===== src/design/ehl_pkg.sv =====
`timescale 1ns / 1ps
`default_nettype none

package ehl_pkg;

  localparam int unsigned BufferBytesDef = 4096;
  localparam int unsigned MaxHdr         = 10;
  localparam int unsigned LebW           = 35;
  localparam int unsigned TotW           = 17;
  localparam int unsigned SumW           = 18;
  localparam int unsigned IndexReset     = 8;

  localparam logic [31:0] LowMask  = 32'h0000_1fff;
  localparam logic [31:0] HighMask = 32'hffff_e000;

  typedef enum logic [2:0] {
    ST_APPEND   = 3'd0,
    ST_REPEAT   = 3'd1,
    ST_MISMATCH = 3'd2,
    ST_TOO_BIG  = 3'd3,
    ST_ROLLOVER = 3'd4
  } ehl_status_e;

  typedef struct packed {
    logic [31:0] expected_index;
    logic [15:0] event_code;
    logic [15:0] payload_size;
    logic [31:0] timestamp;
    logic        coarse_time;
    logic        skip_repeat;
  } ehl_in_t;

  typedef struct packed {
    logic [7:0]  header_byte;
    logic        has_byte;
    logic [2:0]  status;
    logic [31:0] index_after;
    logic        run_end;
  } ehl_out_t;

  // controller to datapath
  typedef struct packed {
    logic capture;
    logic calc;
    logic decide;
    logic emit;
  } ehl_cmd_t;

  // datapath to controller
  typedef struct packed {
    logic out_ready;
    logic last;
  } ehl_sts_t;

  // number of leb128 bytes for a value
  function automatic logic [2:0] leb_len(input logic [LebW-1:0] v);
    logic [2:0] n;
    n = 3'd1;
    if (|v[LebW-1:7])  n = 3'd2;
    if (|v[LebW-1:14]) n = 3'd3;
    if (|v[LebW-1:21]) n = 3'd4;
    if (|v[LebW-1:28]) n = 3'd5;
    return n;
  endfunction

  // one leb128 byte: 7 data bits and the continuation bit
  function automatic logic [7:0] leb_byte(input logic [LebW-1:0] v, input logic [3:0] idx,
                                          input logic [2:0] len);
    logic [LebW-1:0] sh;
    logic            cont;
    sh   = v >> (7 * idx);
    cont = ({1'b0, idx} + 5'd1) < {2'b00, len};
    return {cont, sh[6:0]};
  endfunction

endpackage

`default_nettype wire


===== src/design/ehl_ctrl.sv =====
`timescale 1ns / 1ps
`default_nettype none

module ehl_ctrl
  import ehl_pkg::*;
(
  input  wire logic     clk_i,
  input  wire logic     rst_ni,
  input  wire logic     in_valid_i,
  output logic          in_stall_o,
  input  wire ehl_sts_t sts_i,
  output ehl_cmd_t      cmd_o
);

  typedef enum logic [3:0] {
    S_IDLE   = 4'b0001,
    S_CALC   = 4'b0010,
    S_DECIDE = 4'b0100,
    S_EMIT   = 4'b1000
  } ehl_state_e;

  ehl_state_e state_q, state_d;

  always_comb begin
    state_d = state_q;
    cmd_o   = '0;
    unique case (state_q)
      S_IDLE: begin
        if (in_valid_i) begin
          cmd_o.capture = 1'b1;
          state_d       = S_CALC;
        end
      end
      S_CALC: begin
        cmd_o.calc = 1'b1;
        state_d    = S_DECIDE;
      end
      S_DECIDE: begin
        cmd_o.decide = 1'b1;
        state_d      = S_EMIT;
      end
      S_EMIT: begin
        if (sts_i.out_ready) begin
          cmd_o.emit = 1'b1;
          if (sts_i.last) state_d = S_IDLE;
        end
      end
      default: state_d = S_IDLE;
    endcase
  end

  assign in_stall_o = (state_q != S_IDLE);

  always_ff @(posedge clk_i or negedge rst_ni) begin
    if (!rst_ni) begin
      state_q <= S_IDLE;
    end else begin
      state_q <= state_d;
    end
  end

  a_capture_to_calc: assert property (@(posedge clk_i) disable iff (!rst_ni)
    cmd_o.capture |=> state_q == S_CALC)
    else $error("capture not followed by calc");

  a_emit_only_when_ready: assert property (@(posedge clk_i) disable iff (!rst_ni)
    cmd_o.emit |-> (state_q == S_EMIT) && sts_i.out_ready)
    else $error("emit outside emit state");

  a_state_one_hot: assert property (@(posedge clk_i) disable iff (!rst_ni)
    $onehot(state_q))
    else $error("state not one-hot");

endmodule

`default_nettype wire


===== src/design/ehl_datapath.sv =====
`timescale 1ns / 1ps
`default_nettype none

module ehl_datapath
  import ehl_pkg::*;
#(
  parameter int unsigned BUFFER_BYTES = BufferBytesDef
) (
  input  wire logic        clk_i,
  input  wire logic        rst_ni,
  input  wire ehl_cmd_t    cmd_i,
  output ehl_sts_t         sts_o,
  input  wire ehl_in_t     in_data_i,
  input  wire logic        cfg_we_i,
  input  wire logic [31:0] cfg_wdata_i,
  output logic             out_valid_o,
  input  wire logic        out_stall_i,
  output ehl_out_t         out_data_o
);

  localparam int unsigned SizeW = $clog2(BUFFER_BYTES - 7);
  localparam int unsigned FillW = $clog2(BUFFER_BYTES + 1);
  localparam int unsigned CntW  = $clog2(MaxHdr + 1);

  // buffer state
  logic [15:0]      prev_code_q;
  logic [SizeW-1:0] prev_size_q;
  logic [31:0]      prev_stamp_q;
  logic [FillW-1:0] fill_q;
  logic [31:0]      index_q;

  // captured item and calc results
  ehl_in_t          item_q;
  logic [31:0]      time_q, time_d;
  logic [LebW-1:0]  v0_q, v0_d, v1_q, v1_d, v2_q, v2_d;
  logic [2:0]       len0_q, len1_q, len2_q;
  logic             same_q, same_d;

  // emit state
  logic [7:0]       hdr_q [MaxHdr];
  logic [7:0]       hdr_d [MaxHdr];
  logic [CntW-1:0]  cnt_q;
  logic [2:0]       st_q, st_d;
  logic             has_q;

  logic             out_valid_q;
  ehl_out_t         out_q;

  // calc stage: coarsen time, delta, leb128 value words
  logic [31:0] delta;
  logic        trunc;

  always_comb begin
    time_d = item_q.timestamp;
    if (item_q.coarse_time && (((prev_stamp_q & LowMask) == '0) ||
        ((prev_stamp_q & HighMask) != (item_q.timestamp & HighMask)))) begin
      time_d = item_q.timestamp & HighMask;
    end
    delta  = time_d - prev_stamp_q;
    trunc  = ((delta & LowMask) == '0);
    same_d = (item_q.event_code == prev_code_q) &&
             (item_q.payload_size == 16'(prev_size_q));
    if (same_d) begin
      // short form: time only
      v0_d = trunc ? {14'd0, delta[31:13], 2'b10} : {1'b0, delta, 2'b00};
      v1_d = '0;
      v2_d = '0;
    end else begin
      v0_d = {17'd0, item_q.event_code, trunc, 1'b1};
      v1_d = {19'd0, item_q.payload_size};
      v2_d = trunc ? {16'd0, delta[31:13]} : {3'd0, delta};
    end
  end

  // decide stage
  logic [3:0]      n_hdr;
  logic [TotW-1:0] total;
  logic [SumW-1:0] fill_sum;
  logic            mismatch, too_big, full;
  logic [3:0]      k0, k1;

  always_comb begin
    n_hdr    = {1'b0, len0_q} + {1'b0, len1_q} + {1'b0, len2_q};
    total    = TotW'(n_hdr) + TotW'(item_q.payload_size);
    fill_sum = SumW'(fill_q) + SumW'(total);
    mismatch = (item_q.expected_index != index_q);
    too_big  = (n_hdr > 4'(MaxHdr)) || (total > TotW'(BUFFER_BYTES - 8));
    full     = (fill_sum > SumW'(BUFFER_BYTES));
    priority if (mismatch)                      st_d = ST_MISMATCH;
    else if (same_q && item_q.skip_repeat)      st_d = ST_REPEAT;
    else if (too_big)                           st_d = ST_TOO_BIG;
    else if (full)                              st_d = ST_ROLLOVER;
    else                                        st_d = ST_APPEND;
    // place the bytes of the three values one after the other
    for (int k = 0; k < MaxHdr; k++) begin
      k0 = 4'(k) - {1'b0, len0_q};
      k1 = k0 - {1'b0, len1_q};
      if (4'(k) < {1'b0, len0_q})    hdr_d[k] = leb_byte(v0_q, 4'(k), len0_q);
      else if (k0 < {1'b0, len1_q})  hdr_d[k] = leb_byte(v1_q, k0, len1_q);
      else                           hdr_d[k] = leb_byte(v2_q, k1, len2_q);
    end
  end

  // payload registers
  always_ff @(posedge clk_i) begin
    if (cmd_i.capture) item_q <= in_data_i;
    if (cmd_i.calc) begin
      time_q <= time_d;
      v0_q   <= v0_d;
      v1_q   <= v1_d;
      v2_q   <= v2_d;
      len0_q <= leb_len(v0_d);
      len1_q <= same_d ? 3'd0 : leb_len(v1_d);
      len2_q <= same_d ? 3'd0 : leb_len(v2_d);
      same_q <= same_d;
    end
    if (cmd_i.decide) begin
      st_q <= st_d;
      for (int k = 0; k < MaxHdr; k++) begin
        hdr_q[k] <= (st_d == ST_APPEND) ? hdr_d[k] : 8'd0;
      end
    end else if (cmd_i.emit) begin
      for (int k = 0; k < MaxHdr - 1; k++) begin
        hdr_q[k] <= hdr_q[k+1];
      end
      hdr_q[MaxHdr-1] <= 8'd0;
    end
    if (cmd_i.emit) begin
      out_q.header_byte <= hdr_q[0];
      out_q.has_byte    <= has_q;
      out_q.status      <= st_q;
      out_q.index_after <= index_q;
      out_q.run_end     <= (cnt_q == CntW'(1));
    end
  end

  // control and buffer state
  always_ff @(posedge clk_i or negedge rst_ni) begin
    if (!rst_ni) begin
      prev_code_q  <= '0;
      prev_size_q  <= '0;
      prev_stamp_q <= '0;
      fill_q       <= FillW'(IndexReset);
      index_q      <= '0;
      cnt_q        <= '0;
      has_q        <= 1'b0;
      out_valid_q  <= 1'b0;
    end else begin
      if (cfg_we_i) begin
        // restart the buffer at the recovered index
        index_q      <= cfg_wdata_i;
        fill_q       <= FillW'(IndexReset);
        prev_code_q  <= '0;
        prev_size_q  <= '0;
        prev_stamp_q <= '0;
      end else if (cmd_i.decide) begin
        if (st_d == ST_ROLLOVER) begin
          index_q      <= index_q + 32'd1;
          fill_q       <= FillW'(IndexReset);
          prev_code_q  <= '0;
          prev_size_q  <= '0;
          prev_stamp_q <= '0;
        end else if (st_d == ST_APPEND) begin
          fill_q       <= FillW'(fill_sum);
          prev_code_q  <= item_q.event_code;
          prev_size_q  <= item_q.payload_size[SizeW-1:0];
          prev_stamp_q <= time_q;
        end
      end
      if (cmd_i.decide) begin
        cnt_q <= (st_d == ST_APPEND) ? CntW'(n_hdr) : CntW'(1);
        has_q <= (st_d == ST_APPEND);
      end else if (cmd_i.emit) begin
        cnt_q <= cnt_q - CntW'(1);
      end
      if (cmd_i.emit)        out_valid_q <= 1'b1;
      else if (!out_stall_i) out_valid_q <= 1'b0;
    end
  end

  assign sts_o.out_ready = !out_valid_q || !out_stall_i;
  assign sts_o.last      = (cnt_q == CntW'(1));
  assign out_valid_o     = out_valid_q;
  assign out_data_o      = out_q;

  a_fill_in_range: assert property (@(posedge clk_i) disable iff (!rst_ni)
    (fill_q >= FillW'(IndexReset)) && (SumW'(fill_q) <= SumW'(BUFFER_BYTES)))
    else $error("fill level out of range");

  a_byte_only_on_append: assert property (@(posedge clk_i) disable iff (!rst_ni)
    out_valid_q && out_q.has_byte |-> out_q.status == ST_APPEND)
    else $error("header byte on a status result");

  a_rollover_clears: assert property (@(posedge clk_i) disable iff (!rst_ni)
    cmd_i.decide && !cfg_we_i && (st_d == ST_ROLLOVER)
      |=> (fill_q == FillW'(IndexReset)) && (prev_stamp_q == '0) &&
          (index_q == $past(index_q) + 32'd1))
    else $error("rollover did not restart the buffer");

  a_emit_count_nonzero: assert property (@(posedge clk_i) disable iff (!rst_ni)
    cmd_i.emit |-> cnt_q != '0)
    else $error("emit with no result left");

endmodule

`default_nettype wire


===== src/design/event_header_leb128_logger.sv =====
`timescale 1ns / 1ps
`default_nettype none

// channel  direction  handshake                 payload
// in       input      in_valid_i / in_stall_o   in_data_i   (ehl_in_t)
// out      output     out_valid_o / out_stall_i out_data_o  (ehl_out_t)
// cfg      input      cfg_we_i                  cfg_wdata_i (start_index)
//
// an event's results reach the output register through the idle (capture), calc, decide and
// emit states: calc coarsens the time and takes the delta, decide picks the result, and
// emit loads one result per cycle while the output is not stalled; there are 1 to 10
// header bytes, or 1 status result; the input takes the next event once the block is
// back in idle, so the rate is set by the one-byte-per-cycle emit loop
// the next event is taken while the last result still waits in the output register
// a stall on the output holds the emit loop; the input is stalled while an event
// is in flight
// reset clears the buffer state: index 0, fill level 8, last code, size and time 0

module event_header_leb128_logger
  import ehl_pkg::*;
#(
  parameter int unsigned BUFFER_BYTES = BufferBytesDef
) (
  input  wire logic        clk_i,
  input  wire logic        rst_ni,
  // event input
  input  wire logic        in_valid_i,
  output logic             in_stall_o,
  input  wire ehl_in_t     in_data_i,
  // result output
  output logic             out_valid_o,
  input  wire logic        out_stall_i,
  output ehl_out_t         out_data_o,
  // start index register, write only
  input  wire logic        cfg_we_i,
  input  wire logic [31:0] cfg_wdata_i
);

  ehl_cmd_t cmd;
  ehl_sts_t sts;

  // sequencer: idle, calc, decide, emit
  ehl_ctrl u_ctrl (
    .clk_i      (clk_i),
    .rst_ni     (rst_ni),
    .in_valid_i (in_valid_i),
    .in_stall_o (in_stall_o),
    .sts_i      (sts),
    .cmd_o      (cmd)
  );

  // buffer state, header builder and output register
  ehl_datapath #(
    .BUFFER_BYTES (BUFFER_BYTES)
  ) u_datapath (
    .clk_i       (clk_i),
    .rst_ni      (rst_ni),
    .cmd_i       (cmd),
    .sts_o       (sts),
    .in_data_i   (in_data_i),
    .cfg_we_i    (cfg_we_i),
    .cfg_wdata_i (cfg_wdata_i),
    .out_valid_o (out_valid_o),
    .out_stall_i (out_stall_i),
    .out_data_o  (out_data_o)
  );

endmodule

`default_nettype wire


===== config.mk =====
export PLATFORM = sky130hd
export DESIGN_NAME = event_header_leb128_logger
export DESIGN_NICKNAME = d
export VERILOG_FILES = /design/src/design/ehl_pkg.sv /design/src/design/ehl_ctrl.sv /design/src/design/ehl_datapath.sv /design/src/design/event_header_leb128_logger.sv
export SDC_FILE = /design/constraint.sdc
export NUM_CORES = 1
export LEC_CHECK = 0
export BUFFER_PORTS_ARGS = -buffer_cell sky130_fd_sc_hd__buf_4
export CAP_MARGIN = 20
export CORE_ASPECT_RATIO = 1.25
export CORE_MARGIN = 2
export CORE_UTILIZATION = 60
export DETAILED_ROUTE_END_ITERATION = 8
export PLACE_DENSITY_LB_ADDON = 0.05
export SYNTH_ARGS = -nofsm -noshare
export SYNTH_HDL_FRONTEND = slang
export SYNTH_SLANG_ARGS = --single-unit

===== constraint.sdc =====
create_clock -name clk_i -period 16.8 [get_ports clk_i]
set_input_delay 3.36 -clock clk_i [delete_from_list [all_inputs] [get_ports clk_i]]
set_output_delay 3.36 -clock clk_i [all_outputs]
set_load 0.02 [all_outputs]

### Word level (Yosys, flattened, before mapping)

Memories as Yosys holds them, arrays and structs flattened. A register that Yosys moved wholly into a read port is not among the register bits.
Cells that the tools add are included.

* memory bits (writable): 80
* register bits: 400
* word-level logic and storage cells: 326
* memories kept: 1
* bits of input ports: 135

Memories
* u_datapath.hdr_q: words 10, bits a word 8, rd ports 10, clocked after memory_dff 1, write ports 10, line ehl_datapath.sv:40 `logic [7:0] hdr_q [MaxHdr];`

* $add $sub $neg: 47
* multiply operators: 20
* eq/ne operators: 15
* reductions and logical operators: 32
* bitwise gates (word level): 10
* shift operators: 20
* $lt $le $gt $ge: 48
* multiplexer cells: 99

Operators by type and width (number)
* $shr 35x7->7: 20
* $mux 8: 39
* $mux 32: 9
* $mul 3x4->7 const A: 20
* $add 4x1->5 const B: 20
* $lt 5x3->1: 20
* $reduce_or 28->1: 3
* $mux 16: 5
* $mux 34: 2
* $mux 13: 5
* $logic_not 32->1: 2
* $reduce_or 21->1: 3
* $mux 12: 4
* $lt 4x3->1: 10
* $sub 4x3->4: 10
* $add 32x1->32 const B: 1
* $ne 32x32->1: 1
* $sub 32x32->32: 1
* $reduce_or 15->1: 2
* $reduce_or 14->1: 2
* $mux 3: 8
* $mux 4: 6
* $ne 19x19->1: 1
* $add 13x17->18: 1
* 40 further kinds: 96

### Depth between registers and ports, before layout

Gate-level depths: netlist (run 1).

* word-level depth: 14
* gate-level depth with buffers: 25
* mapped depth without buffers: 24

### By module

A second synthesis (run 1) with hierarchy kept.

* cells, all modules: 2341
* area total of the unflattened synthesis: 25438.1 um2

By module, submodules not included
* ehl_datapath: times used 1, area an instance 25222.9 um2, sequential area each 13259.0 um2, cells each 2318
* ehl_ctrl: times used 1, area an instance 215.2 um2, sequential area each 101.3 um2, cells each 23

### Worst setup path after synthesis (run 1)

No wires, ideal clock.

* kind: reg2reg
* from: register u_ctrl.state_q[0]
* to: register u_datapath.len0_q[0] (enable)
* library setup time: 949 ps
* required time: 15851 ps
* stages on the path, launching flop included: 3
* setup slack: 2647 ps
* clock period less this slack: 14153 ps
* arrival time: 13204 ps
* cells stage by stage: dfstp_2 clkbuf_1 nor4b_1

* word-level cells in the longest chain between the ends: 2

Ends and longest elaborated chain
* start, declared: line ehl_ctrl.sv:22 `ehl_state_e state_q, state_d;`
* start signal, assigned: line ehl_ctrl.sv:58 `state_q <= state_d;`
* $eq 4x2->1: line ehl_ctrl.sv:27 `unique case (state_q)`
* $mux 1: line ehl_ctrl.sv:27
* end signal, assigned: line ehl_datapath.sv:112 `len0_q <= leb_len(v0_d);`
* end, declared: line ehl_datapath.sv:36 `logic [2:0] len0_q, len1_q, len2_q;`

Every way passes these cells.
A chain may end at the register's enable or synchronous reset.

### Worst setup path after layout (run 1)

* from: register u_datapath.len0_q[1]
* to: register u_datapath.prev_stamp_q[16]

* word-level cells in the longest chain between the ends: 13

Ends and longest elaborated chain
* $add 3x3->4 (*): line ehl_datapath.sv:83 `n_hdr = {1'b0, len0_q} + {1'b0, len1_q} + {1'b0, len2_q};`
* $add 4x3->4 (*): line ehl_datapath.sv:83
* $add 4x16->17: line ehl_datapath.sv:84 `total = TotW'(n_hdr) + TotW'(item_q.payload_size);`
* $add 13x17->18: line ehl_datapath.sv:85 `fill_sum = SumW'(fill_q) + SumW'(total);`
* $gt 18x13->1: line ehl_datapath.sv:88 `full = (fill_sum > SumW'(BUFFER_BYTES));`
* $mux 3: line ehl_datapath.sv:92 `else if (full) st_d = ST_ROLLOVER;`
* $mux 3 (*): line ehl_datapath.sv:91 `else if (too_big) st_d = ST_TOO_BIG;`
* $mux 3 (*): line ehl_datapath.sv:90 `else if (same_q && item_q.skip_repeat) st_d = ST_REPEAT;`
* $mux 3 (*): line ehl_datapath.sv:89 `priority if (mismatch) st_d = ST_MISMATCH;`
* via u_datapath.st_d[2]: line ehl_datapath.sv:43 `logic [2:0] st_q, st_d;`
* $eq 3x3->1: line ehl_datapath.sv:157 `if (st_d == ST_ROLLOVER) begin`
* $mux 32: line ehl_datapath.sv:157
* $mux 32: line ehl_datapath.sv:156 `end else if (cmd_i.decide) begin`
* $mux 32: line ehl_datapath.sv:149 `if (cfg_we_i) begin`
* end signal, assigned: line ehl_datapath.sv:167 `prev_stamp_q <= time_q;`
* end, declared: line ehl_datapath.sv:28 `logic [31:0] prev_stamp_q;`

The timed path passes the listed nets; every way through them passes the cells marked *. The select of a mux whose other input is x is not followed.

==> results of run 1 <==
==> cells in the mapped netlist (22+ instances only) <==
cell type	count
nand3_1	43
a21oi_1	111
nor2b_1	23
inv_1	87
xor2_1	83
nand4_1	28
dfrtp_1	113
o21ai_1	25
nand2_1	262
xnor2_1	72
edfxtp_1	349
mux2_2	34
and2_1	34
ha_1	99
buf_2	22
clkbuf_1	84
o21ai_0	167
a22oi_1	48
nor3_1	37
a22o_1	73
nor2_1	185
==> flip-flops by register name (all words and copies together) (netlist names), 12 cells and up <==
signal                   flops
u_datapath.v2_q             32
u_datapath.index_q          32
u_datapath.time_q           32
u_datapath.prev_size_q      12
u_datapath.prev_code_q      16
u_datapath.v1_q             16
u_datapath.prev_stamp_q     32
u_datapath.hdr_q            80
u_datapath.item_q           98
u_datapath.out_data_o       45
u_datapath.fill_q           13
u_datapath.v0_q             34
==> critical path: stages (launching register included) <==
cell      delay [ns]
edfxtp_1        0.32
buf_4           0.31
inv_1           0.29
fa_1            0.63
inv_1           0.06
ha_1            0.21
fa_1            0.38
xnor2_1         0.27
inv_1           0.11
ha_1            0.33
a21oi_1         0.36
nand2_1         0.24
xor2_1          0.21
ha_1            0.34
o21a_1          0.12
o31a_1          0.13
o32ai_2         0.39
xnor2_1         0.19
nor4b_1         0.40
a41oi_2         0.27
nor2_4          0.77
nor2_1          0.24
nor3_4          0.20
buf_4           0.57
a22o_1          0.24
==> per-layer routing <==
metal  global-route usage  vias to the layer above
met5                    0                        -
met4               0.2285                        2
met3              0.04989                      244
met2               0.5665                      886
met1               0.4209                     9548
li1                     -                     8942
==> stage by stage <==
step | utilization | instances | power (uW) | setup slack [ns] | hold slack [ns]
final | 0.6872 | 3080 | 4083 | 9.039 | 0.4211
after global routing | 0.6872 | 3080 | 4260 | 8.492 | 0.4270
after CTS | 0.6870 | 3078 | 4058 | 9.098 | 0.4216
after detailed placement | 0.6494 | 2994 | 2983 | 9.151 | 0.4045
after global placement | 0.6494 | 2994 | 2951 | 9.375 | 0.4038
after floorplan | - | 2352 | 2546 | 2.647 | 0.4003
==> power by group through the flow <==
stage	logic [uW]	clock network (uW)	registers [uW]
5_1_grt	1540	1130	1590
4_1_cts	1390	1090	1580
3_5_place_dp	1380	0	1600
2_1_floorplan	972	0	1570
6_report	1430	1080	1580
3_3_place_gp	1360	0	1590
==> cell type report <==
class                   count  area [um2]  area share
flip-flops and latches    464       13360      0.4625
multi-input cells        1681       11390      0.3944
repair buffers            204        1526     0.05284
clock buffers              58        1276     0.04417
well taps                 559       699.4     0.02421
inverters                  88       330.3     0.01143
clock inverters            26       304.0     0.01052
==> how the worst max path moves through the flow <==
stage                         startpoint                           to  slack, ns  cells after the start
CTS                 u_datapath.len0_q[1]  u_datapath.prev_stamp_q[16]       9.10                     24
floorplan              u_ctrl.state_q[0]         u_datapath.len0_q[0]       2.65                      2
global route        u_datapath.len0_q[1]  u_datapath.prev_stamp_q[24]       8.49                     24
finish              u_datapath.len0_q[1]  u_datapath.prev_stamp_q[16]       9.04                     24
detailed placement  u_datapath.len0_q[1]  u_datapath.prev_stamp_q[14]       9.15                     24
global placement    u_datapath.len0_q[1]  u_datapath.prev_stamp_q[24]       9.37                     24
==> cells by family (layout without fill, tap and decap cells) <==
logic type / Yosys count / count (layout) / share of synthesized area
adders and majority gates: 109 / 109 / 0.05632
and+or+nand+nor: 739 / 739 / 0.1390
muxes: 69 / 69 / 0.03560
DFF: 464 / 464 / 0.5229
xor gates and xnor gates: 156 / 156 / 0.05377
AOI/OAI and AO/OA: 608 / 608 / 0.1599
buffers and inverters: 207 / 376 / 0.03252
==> results.md, run 1 <==
* Status: completed
* Syn nets at 2596
* Reg clk slew, reported paths at roughly 0.07 ns
* Crit path DAT at approximately 8.3 ns
* Post_cts resized at 0
* Slack of the worst reg-to-reg path at ~9.0 ns
* Hold endpoint: u_datapath.out_data_o[37]
* Filler cell count at between 3000 and 4000
* Clk sinks at ~460
* Asr flop ratio synth at 0.2478
* Core Box Area at approximately 0.042 mm2
* Clock skew at a little over 0.04 ns
* WS Path Type: reg -> reg
* Initial antenna violation count at 1
* Hold wc startpoint: u_datapath.hdr_q[0][0]
* Clk pwr share at 0.263
* EDFF count, synth at between 300 and 400
* Vias in the first global route at 19480
* Slew Limit Fails at 0
* Synthesized instance count at ~2400
* Row count at 84
* Sw power at 1516 uW
* H-tree lvl count at 2
* Leakage power at 0.01105 uW
* Post-CTS setup repair buffer count at 0
* Total length of routed met2 wires at roughly 37 mm
* Met3 Routed Length at 4.864 mm
* Ys Warns at 0
* Worst reg2reg path depth at 24
* Setup TNS at 0 ns
* Worst Hold Class: reg -> reg
* Die height at 234.7 um
* Post-detailed-route DRC marker count at 0
* Top cells by area, synth: edfxtp_1 41%, dfrtp_1 11%, ha_1 4.8%
* Via Count at between 15000 and 20000
* Ports at 182
* Crit end category: register
* RSZ-0062 raised after global routing: no
* CTS tree: done
* Wire per inst at around 25 um
* DRT Pass-1 Iters at 6
* Post-DP HPWL at 56.58 mm
* Critical path peak fanout at 62
* Fmax at approximately 130 MHz
* Period utilization at 0.4620
* Clock latency on the worst-skew pair at ~0.6 ns
* Sw Ratio at 0.3712
* Hold-fix buffers, CTS at 0
* RR Startpoint: u_datapath.len0_q[1]
* Worst EP required at about 17 ns
* Vias/cell at 6.371
* Grt ovf at 0
* Die area at 0.04426 mm2
* First-pass GRT wire length at 115.1 mm
* Fin area at between 0.02 and 0.03 mm2
* Final min period at slightly below 8 ns
* Root buffer cell: clkbuf_16
* Commonest non-fill, non-tap cell in the layout: edfxtp_1
* 1st-iter DRT viols at around 1700
* Share of cells above drive strength 1 at 0.1488
* Yosys reg bits at 464
* Setup-failing EPs final at 0
* Hold Path Depth at 0
* Metal-1 WL at ~29 mm
* GRT Overall Usage at 0.3435
* Least-Margin Pin Slew at between 1 and 1.5 ns
* CTS buffer count at between 40 and 50
* Slew margin rel. at 0.2542
* Global placement routability congestion at roughly 1
* Max clock buf depth at 3
* Nets@finish at between 2000 and 3000
* Top Layer Used: met5
* Crit path launch type: register
* P_int at around 2600 uW
* Inserted Diodes at 0
* Most frequent cells in the layout: 349 x edfxtp_1, 262 x nand2_1, 202 x buf_4
* IO Port Bufs at around 180
* Combinational power share at 0.349
* Distinct cells, synth at ~100
* Maximum vdd drop at 0.1067 mV
* Maxcap violations at 0
* Die span in x at 188.6 um
* Largest net degree at the start of global routing at 83
* Area Growth Syn to Fin at 13.08%
* Avg Cell Area, Syn at roughly 11 um2
* Power per standard cell area at 141.3 mW/mm2
* Hold Violations, Final at 0
* Area after DPL at 0.02730 mm2
* Top-area cell type share of the netlist area at 0.4102
* FF-to-FF End: u_datapath.prev_stamp_q[16]
* Cell taking the most area after synthesis: edfxtp_1
* Part of the power in registers at 0.387
* Initial core utilization at 0.6077
* Cell Area, Synth at approximately 0.026 mm2
* Drt total wl at roughly 76 mm
* Final ANT Viol Nets at 0
* Main flop type after synthesis: edfxtp_1
* Sequential area share after synthesis at 0.5229
Power figures use the tool's default switching activity.
==> run 2: changes to the inputs <==
==> constraint.sdc (replaced) <==
create_clock -name clk_i -period 7.9 [get_ports clk_i]
set_input_delay 1.58 -clock clk_i [delete_from_list [all_inputs] [get_ports clk_i]]
set_output_delay 1.58 -clock clk_i [all_outputs]
set_load 0.02 [all_outputs]
==> run 2 against run 1 <==
Net effect: hold slack worse by 0.0031 ns; cell area up 0.36%; clock skew down 0.0063 ns; highest routed layer is now met4; sequential power up 110%; sequential cell count unchanged; fmax up 9.4%; clock power up 120%; core utilization up 0.25 points; power up 110%; die area unchanged; register-to-register slack worse by 8.2 ns.
==> results.md, run 2 (synthesis results as in run 1) <==
* Filler cell count at 3137 (was 3043)
* Global placement routability congestion at 1.046 (was 1.002)
* Clock skew at 0.03447 ns (was 0.04075 ns)
* Die area at 0.04426 mm2 (unchanged)
* H-tree lvl count at 2 (unchanged)
* Vias/cell at 6.372 (was 6.371)
* CTS tree: done (unchanged)
* Maximum vdd drop at 0.2039 mV (was 0.1067 mV)
* Die span in x at 188.6 um (unchanged)
* Pre-CTS setup slack at 0.8831 ns (was 9.151 ns)
* Fin cells at 3088 (was 3080)
* Maxcap violations at 0 (unchanged)
* Initial core utilization at 0.6077 (unchanged)
* Root buffer cell: clkbuf_16 (unchanged)
* Hold wc startpoint: u_datapath.hdr_q[0][7] (was u_datapath.hdr_q[0][0])
* Commonest non-fill, non-tap cell in the layout: edfxtp_1 (unchanged)
* Hold Violations, Final at 0 (unchanged)
* Via Count at 19680 (was 19620)
* Placed cells at 3001 (was 2994)
* Power per standard cell area at 301.1 mW/mm2 (was 141.3 mW/mm2)
* Clk sinks at 464 (unchanged)
* Fmax at 141.0 MHz (was 128.9 MHz)
* Nets@finish at 2737 (was 2728)
* Worst Hold Class: reg -> reg (unchanged)
* Least-Margin Pin Slew at 1.014 ns (was 1.115 ns)
* Row count at 84 (unchanged)
* Final core utilization at 0.6897 (was 0.6872)
* 1st-iter DRT viols at 1832 (was 1736)
* RR Startpoint: u_datapath.len1_q[1] (was u_datapath.len0_q[1])
* Post-detailed-route DRC marker count at 0 (unchanged)
* CTS buffer count at 46 (was 45)
* Setup-failing EPs final at 0 (unchanged)
* Post-CTS setup repair buffer count at 0 (unchanged)
* DRT Pass-1 Iters at 6 (unchanged)
* Reg clk slew, reported paths at 0.06 ns (was 0.07 ns)
* Post_cts resized at 0 (unchanged)
* Status: completed (unchanged)
* Drt total wl at 74.96 mm (was 76.06 mm)
* RSZ-0062 raised after global routing: no (unchanged)
* Max clock buf depth at 3 (unchanged)
* Final ANT Viol Nets at 0 (unchanged)
* Max FFs per register at 98 (unchanged)
* Largest net degree at the start of global routing at 82 (was 83)
* Ports at 182 (unchanged)
* Critical path peak fanout at 62 (unchanged)
* Worst hold slack at 0.4180 ns (was 0.4211 ns)
* Largest Register: u_datapath.item_q (unchanged)
* Reg area at 0.01336 mm2 (unchanged)
* Crit end category: register (unchanged)
* Grt ovf at 0 (unchanged)
* Slew margin rel. at 0.3238 (was 0.2542)
* Area Growth Syn to Fin at 13.48% (was 13.08%)
* Core Box Area at 0.04204 mm2 (unchanged)
* Inserted Diodes at 0 (unchanged)
* Die height at 234.7 um (unchanged)
* Most frequent cells in the layout: 349 x edfxtp_1, 262 x nand2_1, 212 x buf_4 (was 349 x edfxtp_1, 262 x nand2_1, 202 x buf_4)
* Multi-input logic area at 0.01140 mm2 (was 0.01139 mm2)
* Period utilization at 0.8980 (was 0.4620)
* Post-DP HPWL at 55.82 mm (was 56.58 mm)
* Fin worst setup slack at 0.8057 ns (was 9.039 ns)
* Share of cells above drive strength 1 at 0.1507 (was 0.1488)
* Crit path launch type: register (unchanged)
* Slew Limit Fails at 0 (unchanged)
* Wire per inst at 24.27 um (was 24.69 um)
* Worst EP required at 8.41 ns (was 17.31 ns)
* Vias in the first global route at 19360 (was 19480)
* Crit path DAT at 7.60 ns (was 8.28 ns)
* Initial antenna violation count at 0 (was 1)
* First-pass GRT wire length at 113.6 mm (was 115.1 mm)
* Clock latency on the worst-skew pair at 0.60 ns (was 0.61 ns)
* Hold-fix buffers, CTS at 0 (unchanged)
* Setup TNS at 0 ns (unchanged)
* IO Port Bufs at 181 (unchanged)
* Final min period at 7.094 ns (was 7.761 ns)
* WS Path Type: reg -> reg (unchanged)
* GRT Overall Usage at 0.3382 (was 0.3435)
* Critical Path Source: u_datapath.len1_q[1] (was u_datapath.len0_q[1])
* Leakage power at 0.01110 uW (was 0.01105 uW)
-- run 2: cell count changes in the layout (fill, tap and decap cells not counted), moves of 2 or more --
cell / delta
bufinv_16: +4
buf_2: -2
clkbuf_8: -8
clkbuf_1: +2
buf_4: +10
inv_6: +3
-- run 2: cell type report --
cell class	count	share of cell area
flip-flops and latches	464	0.4608
multi-input cells	1681	0.3933
repair buffers	212	0.05489
clock buffers	52	0.04048
well taps	559	0.02412
clock inverters	32	0.01506
inverters	88	0.01139
-- run 2: critical path, stage by stage (launching register included) --
cell	delay [ns]
edfxtp_1	0.43
inv_1	0.24
fa_1	0.55
inv_1	0.04
ha_1	0.20
fa_1	0.37
xnor2_1	0.27
inv_1	0.10
ha_1	0.33
a21oi_1	0.37
nand2_1	0.24
xor2_1	0.21
ha_1	0.35
o21a_1	0.13
o31a_1	0.15
o32ai_2	0.37
xnor2_1	0.19
nor4b_1	0.45
a41oi_2	0.28
nor2_4	0.15
buf_4	0.39
nor2_1	0.18
nor3_4	0.18
buf_4	0.57
a22o_1	0.24
-- run 2: power breakdown --
part / internal [uW] / switching (uW) / total (uW)
Combinational: 1060 / 1960 / 3020
Clock: 1380 / 976 / 2350
Sequential: 3100 / 263 / 3360
Total: 5530 / 3200 / 8730
-- run 2: per-stage QoR --
step | total power (uW) | cell area, um2
after floorplan | 5388 | 25560
after global placement | 6260 | 27360
after detailed placement | 6323 | 27360
after CTS | 8673 | 28970
after global routing | 9114 | 28990
final | 8730 | 28990
-- run 2: final timing paths --
check / end / slack [ns] / depth (start not counted)
hold reg to reg: u_datapath.out_data_o[44] / 0.42 / 0
setup / recovery: u_datapath.prev_stamp_q[11] / 0.81 / 24
hold / removal: u_datapath.out_data_o[44] / 0.42 / 0
min in group asynchronous: u_datapath.index_q[20] / 1.01 / 1
max in group asynchronous: u_datapath.prev_stamp_q[23] / 5.45 / 2
setup reg to reg: u_datapath.prev_stamp_q[11] / 0.81 / 24
-- run 2: routing by layer --
layer	GRT usage	vias up	share of wire
li1	-	8959	-
met1	0.4145	9499	0.38
met2	0.5609	951	0.48
met3	0.05034	269	0.064
met4	0.2159	0	0.074
met5	0	-	0
